===== src/rtl/core/assert_macros.svh =====
// Assertion macros shared by the RTL of the timer queue.
// Define NO_ASSERTIONS to compile them away.
`ifndef ASSERT_MACROS_SVH
`define ASSERT_MACROS_SVH
`ifndef NO_ASSERTIONS
`define MHTQ_ASSERT(lbl, clk, rst, prop, msg) \
   lbl: assert property (@(posedge clk) disable iff (rst) (prop)) else $error(msg);
`define MHTQ_ASSERT_NORST(lbl, clk, prop, msg) \
   lbl: assert property (@(posedge clk) (prop)) else $error(msg);
`else
`define MHTQ_ASSERT(lbl, clk, rst, prop, msg)
`define MHTQ_ASSERT_NORST(lbl, clk, prop, msg)
`endif
`endif


===== src/rtl/core/mhtq_pkg.sv =====
// Package for the min-heap timer queue: payload structs, codes, constants.
// No dependencies.
package mhtq_pkg;

   localparam int CapacityDefault = 32;
   localparam int MaxResults      = 32;
   localparam int PopCountWidth   = $clog2(MaxResults + 1);

   localparam logic [2:0] StatusAdded   = 3'd0;
   localparam logic [2:0] StatusExpired = 3'd1;
   localparam logic [2:0] StatusNone    = 3'd2;
   localparam logic [2:0] StatusFull    = 3'd3;
   localparam logic [2:0] StatusBadTime = 3'd4;

   typedef enum logic [1:0] {
      OP_ADD,
      OP_TICK,
      OP_BAD
   } op_type;

   typedef struct packed {
      logic        cmd;
      logic [15:0] timeout;
      logic [15:0] timer_id;
   } req_type;

   typedef struct packed {
      logic [2:0]  status;
      logic [15:0] expired_id;
      logic        last;
   } rsp_type;

   typedef struct packed {
      op_type      op;
      logic [15:0] timeout;
      logic [15:0] timer_id;
   } work_type;

   typedef struct packed {
      logic [31:0] expiry;
      logic [15:0] id;
   } heap_entry_type;

   // a is before b when the wrapped difference is negative
   function automatic logic is_before(logic [31:0] a, logic [31:0] b);
      logic [31:0] d;
      d = a - b;
      return d[31];
   endfunction

endpackage


===== src/rtl/core/mhtq_ram.sv =====
// Generic single-write, single-read RAM with registered read data.
// No dependencies.
module mhtq_ram #(
   parameter int Width = 48,
   parameter int Depth = 32
) (
   input  logic                     clock,
   input  logic                     wr_en,
   input  logic [$clog2(Depth)-1:0] wr_addr,
   input  logic [Width-1:0]         wr_data,
   input  logic                     rd_en,
   input  logic [$clog2(Depth)-1:0] rd_addr,
   output logic [Width-1:0]         rd_data
);
   logic [Width-1:0] mem_ff [Depth];
   logic [Width-1:0] rd_data_ff;

   always_ff @(posedge clock) begin
      if (wr_en) begin
         mem_ff[wr_addr] <= wr_data;
      end
      if (rd_en) begin
         rd_data_ff <= mem_ff[rd_addr];
      end
   end

   assign rd_data = rd_data_ff;
endmodule


===== src/rtl/core/mhtq_front.sv =====
// Front end: accept requests, classify them, hold them in a two-entry queue.
// Depends on mhtq_pkg.
module mhtq_front import mhtq_pkg::*; (
   input  logic     clock,
   input  logic     reset,
   input  logic     req_valid,
   output logic     req_stall,
   input  req_type  req_payload,
   output logic     work_valid,
   output work_type work_item,
   input  logic     work_take
);
   work_type   slot_ff [2];
   logic       wr_ptr_ff, rd_ptr_ff;
   logic [1:0] fill_ff;
   work_type   cls;
   logic       push, pop;

   always_comb begin
      cls.timeout  = req_payload.timeout;
      cls.timer_id = req_payload.timer_id;
      if (req_payload.cmd) begin
         cls.op = OP_TICK;
      end else if (req_payload.timeout == 16'd0) begin
         cls.op = OP_BAD;
      end else begin
         cls.op = OP_ADD;
      end
   end

   assign req_stall  = (fill_ff == 2'd2);
   assign push       = req_valid && !req_stall;
   assign work_valid = (fill_ff != 2'd0);
   assign pop        = work_valid && work_take;
   assign work_item  = slot_ff[rd_ptr_ff];

   always_ff @(posedge clock) begin
      if (push) begin
         slot_ff[wr_ptr_ff] <= cls;
      end
      if (reset) begin
         wr_ptr_ff <= 1'b0;
         rd_ptr_ff <= 1'b0;
         fill_ff   <= 2'd0;
      end else begin
         if (push) wr_ptr_ff <= !wr_ptr_ff;
         if (pop)  rd_ptr_ff <= !rd_ptr_ff;
         fill_ff <= fill_ff + {1'b0, push} - {1'b0, pop};
      end
   end
endmodule


===== src/rtl/core/mhtq_back.sv =====
// Back end: heap engine that runs sift-up on add and pop/sift-down on tick.
// Depends on mhtq_pkg and mhtq_ram.
module mhtq_back import mhtq_pkg::*; #(
   parameter int Capacity = CapacityDefault
) (
   input  logic     clock,
   input  logic     reset,
   input  logic     work_valid,
   input  work_type work_item,
   output logic     work_take,
   output logic     rsp_valid,
   input  logic     rsp_stall,
   output rsp_type  rsp_payload,
   output logic [$clog2(Capacity+1)-1:0] entry_count
);
   localparam int AW = $clog2(Capacity);
   localparam int CW = $clog2(Capacity + 1);

   typedef enum logic [3:0] {
      S_IDLE, S_UP_TOP, S_UP_CHK, S_RESULT, S_TK_TOP, S_TK_CHK,
      S_POP_WAIT, S_DN_TOP, S_DN_L, S_DN_R, S_TK_DONE
   } state_type;

   state_type      state_ff, state_in;
   logic [CW-1:0]  count_ff, count_in;
   logic [31:0]    time_ff, time_in;
   logic [AW-1:0]  hole_ff, hole_in;
   logic [AW-1:0]  kid_ff, kid_in;
   heap_entry_type mov_ff, mov_in;
   heap_entry_type left_ff, left_in;
   logic [2:0]     res_ff, res_in;
   logic [PopCountWidth-1:0] pops_ff, pops_in;
   logic           pend_ff, pend_in;
   logic [15:0]    pend_id_ff, pend_id_in;
   logic           out_valid_ff, out_valid_in;
   rsp_type        out_ff, out_in;

   logic           wr_en, rd_en;
   logic [AW-1:0]  wr_addr, rd_addr;
   heap_entry_type wr_data, rd_data;
   logic           out_free;
   logic [AW+1:0]  kid_w;
   logic [AW-1:0]  hole_m1;
   logic [CW-1:0]  count_m1;
   heap_entry_type chosen;
   logic [AW-1:0]  chosen_idx;
   logic           go_right;

   mhtq_ram #(.Width($bits(heap_entry_type)), .Depth(Capacity)) u_heap (
      .clock   (clock),
      .wr_en   (wr_en),
      .wr_addr (wr_addr),
      .wr_data (wr_data),
      .rd_en   (rd_en),
      .rd_addr (rd_addr),
      .rd_data (rd_data)
   );

   assign out_free    = !out_valid_ff || !rsp_stall;
   assign kid_w       = {1'b0, hole_ff, 1'b1};
   assign hole_m1     = hole_ff - 1'b1;
   assign count_m1    = count_ff - 1'b1;
   assign go_right    = (state_ff == S_DN_R) && is_before(rd_data.expiry, left_ff.expiry);
   assign chosen      = (state_ff == S_DN_R) ? (go_right ? rd_data : left_ff) : rd_data;
   assign chosen_idx  = go_right ? kid_ff + 1'b1 : kid_ff;
   assign rsp_valid   = out_valid_ff;
   assign rsp_payload = out_ff;
   assign entry_count = count_ff;

   always_comb begin
      state_in     = state_ff;
      count_in     = count_ff;
      time_in      = time_ff;
      hole_in      = hole_ff;
      kid_in       = kid_ff;
      mov_in       = mov_ff;
      left_in      = left_ff;
      res_in       = res_ff;
      pops_in      = pops_ff;
      pend_in      = pend_ff;
      pend_id_in   = pend_id_ff;
      out_valid_in = out_valid_ff && rsp_stall;
      out_in       = out_ff;
      wr_en        = 1'b0;
      wr_addr      = hole_ff;
      wr_data      = mov_ff;
      rd_en        = 1'b0;
      rd_addr      = hole_ff;
      work_take    = 1'b0;

      unique case (state_ff)
         S_IDLE: begin
            if (work_valid) begin
               work_take = 1'b1;
               unique case (work_item.op)
                  OP_BAD: begin
                     res_in   = StatusBadTime;
                     state_in = S_RESULT;
                  end
                  OP_ADD: begin
                     if (count_ff >= CW'(Capacity)) begin
                        res_in   = StatusFull;
                        state_in = S_RESULT;
                     end else begin
                        mov_in.expiry = time_ff + {16'd0, work_item.timeout};
                        mov_in.id     = work_item.timer_id;
                        hole_in       = count_ff[AW-1:0];
                        count_in      = count_ff + 1'b1;
                        state_in      = S_UP_TOP;
                     end
                  end
                  default: begin
                     time_in  = time_ff + 32'd1;
                     pops_in  = '0;
                     pend_in  = 1'b0;
                     state_in = S_TK_TOP;
                  end
               endcase
            end
         end
         S_UP_TOP: begin
            if (hole_ff == '0) begin
               wr_en    = 1'b1;
               res_in   = StatusAdded;
               state_in = S_RESULT;
            end else begin
               rd_en    = 1'b1;
               rd_addr  = hole_m1 >> 1;
               kid_in   = hole_m1 >> 1;
               state_in = S_UP_CHK;
            end
         end
         S_UP_CHK: begin
            wr_en = 1'b1;
            if (is_before(mov_ff.expiry, rd_data.expiry)) begin
               wr_data  = rd_data;
               hole_in  = kid_ff;
               state_in = S_UP_TOP;
            end else begin
               res_in   = StatusAdded;
               state_in = S_RESULT;
            end
         end
         S_RESULT: begin
            if (out_free) begin
               out_valid_in      = 1'b1;
               out_in.status     = res_ff;
               out_in.expired_id = 16'd0;
               out_in.last       = 1'b1;
               state_in          = S_IDLE;
            end
         end
         S_TK_TOP: begin
            if (pops_ff == PopCountWidth'(MaxResults) || count_ff == '0) begin
               state_in = S_TK_DONE;
            end else begin
               rd_en    = 1'b1;
               rd_addr  = '0;
               state_in = S_TK_CHK;
            end
         end
         S_TK_CHK: begin
            if (is_before(time_ff, rd_data.expiry)) begin
               state_in = S_TK_DONE;
            end else if (!pend_ff || out_free) begin
               if (pend_ff) begin
                  out_valid_in      = 1'b1;
                  out_in.status     = StatusExpired;
                  out_in.expired_id = pend_id_ff;
                  out_in.last       = 1'b0;
               end
               pend_in    = 1'b1;
               pend_id_in = rd_data.id;
               pops_in    = pops_ff + 1'b1;
               count_in   = count_m1;
               rd_en      = 1'b1;
               rd_addr    = count_m1[AW-1:0];
               state_in   = S_POP_WAIT;
            end
         end
         S_POP_WAIT: begin
            mov_in   = rd_data;
            hole_in  = '0;
            state_in = S_DN_TOP;
         end
         S_DN_TOP: begin
            if (kid_w >= (AW+2)'(count_ff)) begin
               wr_en    = 1'b1;
               state_in = S_TK_TOP;
            end else begin
               rd_en    = 1'b1;
               rd_addr  = kid_w[AW-1:0];
               kid_in   = kid_w[AW-1:0];
               state_in = S_DN_L;
            end
         end
         S_DN_L, S_DN_R: begin
            if (state_ff == S_DN_L && ((AW+2)'(kid_ff) + 1'b1) < (AW+2)'(count_ff)) begin
               left_in  = rd_data;
               rd_en    = 1'b1;
               rd_addr  = kid_ff + 1'b1;
               state_in = S_DN_R;
            end else begin
               wr_en = 1'b1;
               if (is_before(chosen.expiry, mov_ff.expiry)) begin
                  wr_data  = chosen;
                  hole_in  = chosen_idx;
                  state_in = S_DN_TOP;
               end else begin
                  state_in = S_TK_TOP;
               end
            end
         end
         S_TK_DONE: begin
            if (out_free) begin
               out_valid_in      = 1'b1;
               out_in.status     = pend_ff ? StatusExpired : StatusNone;
               out_in.expired_id = pend_ff ? pend_id_ff : 16'd0;
               out_in.last       = 1'b1;
               state_in          = S_IDLE;
            end
         end
         default: state_in = S_IDLE;
      endcase
   end

   always_ff @(posedge clock) begin
      hole_ff    <= hole_in;
      kid_ff     <= kid_in;
      mov_ff     <= mov_in;
      left_ff    <= left_in;
      res_ff     <= res_in;
      pops_ff    <= pops_in;
      pend_id_ff <= pend_id_in;
      out_ff     <= out_in;
      if (reset) begin
         state_ff     <= S_IDLE;
         count_ff     <= '0;
         time_ff      <= '0;
         pend_ff      <= 1'b0;
         out_valid_ff <= 1'b0;
      end else begin
         state_ff     <= state_in;
         count_ff     <= count_in;
         time_ff      <= time_in;
         pend_ff      <= pend_in;
         out_valid_ff <= out_valid_in;
      end
   end
endmodule


===== src/rtl/core/min_heap_timer_queue_unit.sv =====
// Timer queue as a binary min-heap. Add: sift-up, one parent read and compare
// per heap level climbed. Tick: for each pop, read and test the root, read the
// last entry, then sift down, reading the left and right child per level; the
// single-read heap RAM sets this order of steps. One request in work at a time;
// a two-entry front queue and an output register decouple both sides.
// Synchronous active-high reset empties the heap and clears the time counter.
module min_heap_timer_queue_unit import mhtq_pkg::*; #(
   parameter int Capacity = CapacityDefault
) (
   input  logic    clock,
   input  logic    reset,
   input  logic    req_valid,
   output logic    req_stall,
   input  req_type req_payload,
   output logic    rsp_valid,
   input  logic    rsp_stall,
   output rsp_type rsp_payload
);
`include "assert_macros.svh"

   localparam int CW = $clog2(Capacity + 1);

   logic     work_valid, work_take;
   work_type work_item;
   logic [CW-1:0] entry_count;

   // Classify each request and hold it until the heap engine is free.
   mhtq_front u_front (
      .clock       (clock),
      .reset       (reset),
      .req_valid   (req_valid),
      .req_stall   (req_stall),
      .req_payload (req_payload),
      .work_valid  (work_valid),
      .work_item   (work_item),
      .work_take   (work_take)
   );

   // Heap engine: sift-up on add, pop and sift-down on tick.
   mhtq_back #(.Capacity(Capacity)) u_back (
      .clock       (clock),
      .reset       (reset),
      .work_valid  (work_valid),
      .work_item   (work_item),
      .work_take   (work_take),
      .rsp_valid   (rsp_valid),
      .rsp_stall   (rsp_stall),
      .rsp_payload (rsp_payload),
      .entry_count (entry_count)
   );

   `MHTQ_ASSERT(a_count_bound, clock, reset, entry_count <= CW'(Capacity), "count over capacity")
   `MHTQ_ASSERT(a_id_zero, clock, reset, (rsp_valid && rsp_payload.status != StatusExpired) |-> (rsp_payload.expired_id == 16'd0), "id set")
   `MHTQ_ASSERT(a_single_last, clock, reset, (rsp_valid && rsp_payload.status != StatusExpired) |-> rsp_payload.last, "no last")
endmodule

===== config.mk =====
export PLATFORM = sky130hd
export DESIGN_NAME = min_heap_timer_queue_unit
export DESIGN_NICKNAME = d
export VERILOG_FILES = /design/src/rtl/core/mhtq_pkg.sv /design/src/rtl/core/mhtq_ram.sv /design/src/rtl/core/mhtq_front.sv /design/src/rtl/core/mhtq_back.sv /design/src/rtl/core/min_heap_timer_queue_unit.sv
export VERILOG_INCLUDE_DIRS = /design/src /design/src/rtl/core
export SDC_FILE = /design/constraint.sdc
export NUM_CORES = 2
export LEC_CHECK = 0
export BUFFER_PORTS_ARGS = -buffer_cell sky130_fd_sc_hd__buf_2
export CELL_PAD_IN_SITES_DETAIL_PLACEMENT = 0
export CELL_PAD_IN_SITES_GLOBAL_PLACEMENT = 1
export CORE_MARGIN = 2
export CORE_UTILIZATION = 57
export DETAILED_ROUTE_END_ITERATION = 7
export PLACE_DENSITY = 0.87
export SLEW_MARGIN = 15
export SYNTH_ARGS = -nofsm -noshare
export SYNTH_HDL_FRONTEND = slang
export SYNTH_SLANG_ARGS = --single-unit

===== constraint.sdc =====
create_clock -name clock -period 10.2 [get_ports clock]
set_input_delay 3.06 -clock clock [delete_from_list [all_inputs] [get_ports clock]]
set_output_delay 3.06 -clock clock [all_outputs]
set_load 0.03 [all_outputs]

==> run summary <==
Initial Util -> 57.2%
DIE WIDTH -> 375 microns
fin crit period -> 8.47 ns
worst-margin pin slew -> 1.23 ns
Net Count, Synth -> 6500
RD Place Congestion -> 0.966
Core ar. -> 137000 sq um
fraction of registers with async set/reset -> 0%
Synth area leaders -> edfxtp_1 69%, nand2_1 8.0%, and3_1 4.0%, ha_1 2.5%, o21ai_0 1.9%
worst reg-to-reg setup slack -> 1.73 ns
CTS max path bufs -> 3
final setup vio count -> 0
Synth Cell Area -> 78400 sq um
type of the worst min-delay path -> reg2reg
count leader, synth -> edfxtp_1
clock sink count -> 1851
1st-pass router iterations -> 5
Synth-to-Final Area Change -> 10.4%
cell taking the most area after synthesis -> edfxtp_1
Commonest cells post-synth -> 1802 x edfxtp_1, 1672 x nand2_1, 506 x and3_1
Overflow after GRT -> 0
largest net degree at the start of global routing -> 178
Relative slew margins -> 17.8%
Root Driver -> clkbuf_16
Synth Warn # -> 0
post-route clock period utilization -> 83.0%
storage element area -> 55100 sq um
Resized cells post-CTS -> 0
Worst Setup End Kind -> flip-flop
final hold violation count -> 0
WL final -> 234000 microns
Seq/Total Area, Yosys -> 70.3%
hpwl dp -> 125000 microns
Skew-Pair Late Insertion Delay -> 0.84 ns
#FFs+latches synth -> 1851
per-cell routed wire length -> 28.4 microns
drt initial violations -> 9021
Die Footprint -> 140000 sq um
I/O Buffers -> 58
Gate Count Post-Synth -> 6303
Die H -> 375 microns
I/O Pins -> 59
MaxCap Viol Count -> 0
vias -> 53.3k
Final nets -> 6493
top_reg_cell synth -> edfxtp_1
# DRC -> 0
DR vias/cell -> 6.46
Detail Route Antenna Nets -> 0
Critical Path AT -> 8.93 ns
CTS tree -> built
Max Clk Rate -> 118 MHz
RSZ-0062 raised after global routing -> no
fill count -> 9907
Critical Path RT -> 10.66 ns
area taken by multi-input logic gates -> 21600 sq um
CTS clk-pin slew, worst paths -> 0.07 ns
all-layer global routing usage -> 33.0%
layout cells sized above 1 -> 8.12%
vias in the first global route -> 49.3k
clk_skew -> 0.0420 ns
Avg Cell Area, Syn -> 12.4 sq um
Num CTS Buffers -> 178
Post-CTS Setup Bufs -> 0
status -> complete, no violations
Setup CP Type -> reg2reg
antenna violations before repair -> 11
max-slew violations -> 0
EDFF count, synth -> 1802
Synth top area share -> 69.0%
Max FO, Critical Path -> 39
row cnt -> 136
Hold Buf Count CTS -> 0
synth unique cells -> 75
H-tree levels -> 4
setup total negative slack -> 0 ns
global-route wire length before repair -> 334000 microns
Critical Path Source Type -> flip-flop
## area by class of cell
type / count / area share, %
flip-flops and latches: 1851 / 63.7
clock buffers: 220 / 5.38
repair buffers: 174 / 1.54
clock inverters: 106 / 1.25
multi-input cells: 3963 / 25.0
well taps: 1794 / 2.60
inverters: 128 / 0.561
diodes: 4 / 0.0116
## placed cells by master, fill, tap and decap left out, drive strengths merged, types with 74 or more instances in the layout
master / netlist / layout
nor2: 176 / 176
edfxtp: 1802 / 1802
nand3: 237 / 237
o21ai: 298 / 298
clkbuf: 184 / 220
inv: 127 / 134
nand2: 1672 / 1672
clkinv: 1 / 81
and3: 506 / 506
a21oi: 181 / 181
a31oi: 104 / 104
buf: 177 / 174
ha: 159 / 159
nand4: 74 / 74
## registers in the layout, indices dropped and copies added, names as in the netlist, 6 cells and up, named ones only
| register | flops |
|---|---|
| u_back.rsp_payload | 20 |
| u_back.mov_ff | 48 |
| u_back.time_ff | 32 |
| u_back.pops_ff | 6 |
| u_back.u_heap.rd_data | 48 |
| u_back.u_heap.mem_ff | 1536 |
| u_back.pend_id_ff | 16 |
| u_back.entry_count | 6 |
| u_back.left_ff | 48 |
| u_front.slot_ff | 68 |
## cells by family (layout without fill, tap and decap cells)
group,after synthesis,after routing,synth area share [%]
other cells,0,4,0
simple gates,2857,2857,16.5
fa+ha+maj,160,160,2.56
flops,1851,1851,70.3
mux,45,45,0.607
xor+xnor,78,78,0.872
buf+inv,489,628,2.77
compound gates,823,823,6.42
## layer usage
metal / share of wire (%) / global-route usage, % / vias to the layer above
li1: - / - / 23000
met1: 37 / 46.1 / 26000
met2: 45 / 50.0 / 3735
met5: 0.0038 / 0 / -
met4: 4.0 / 12.9 / 2
met3: 14 / 8.29 / 556
## through the flow
step	cell area (sq um)	setup WS (ns)	utilization, %	hold WS [ns]	instances
final	86500	1.73	63.1	0.515	8240
after floorplan	78400	3.88	-	0.424	6303
after CTS	86400	1.94	63.1	0.509	8232
after global routing	86500	1.36	63.1	0.520	8236
after global placement	80700	2.08	58.9	0.479	7906
after detailed placement	80700	1.98	58.9	0.493	7906
## final timing paths
path / from / endpoint / cells past startpoint
setup / recovery: u_back.u_heap.rd_data[18] / u_back.u_heap.mem_ff[19][2] / 23
hold reg to reg: u_back.u_heap.rd_data[30] / u_back.left_ff[30] / 0
hold / removal: u_back.u_heap.rd_data[30] / u_back.left_ff[30] / 0
setup reg to reg: u_back.u_heap.rd_data[18] / u_back.u_heap.mem_ff[19][2] / 23
## critical path: stages, from the launching register on
cell and delay [ns]:
edfxtp_1 0.43, ha_1 0.33, nand2_1 0.06, o21ai_0 0.26, a41oi_1 0.22, o31ai_1 0.38, a221oi_1 0.21, o21a_1 0.30
o21ai_4 0.78, buf_4 0.63, o21ai_0 0.24, ha_1 0.35, a21oi_1 0.14, nor2b_1 0.06, o21ai_0 0.16, a21oi_1 0.09
o21a_1 0.17, o21ai_0 0.23, nand3_1 0.14, a41o_1 0.33, xnor2_2 0.60, buf_4 0.36, a31o_2 0.60, a221o_1 0.97
Power is not shown: default switching activity piles up to over one toggle a cycle in this logic, so the estimate is an artifact.
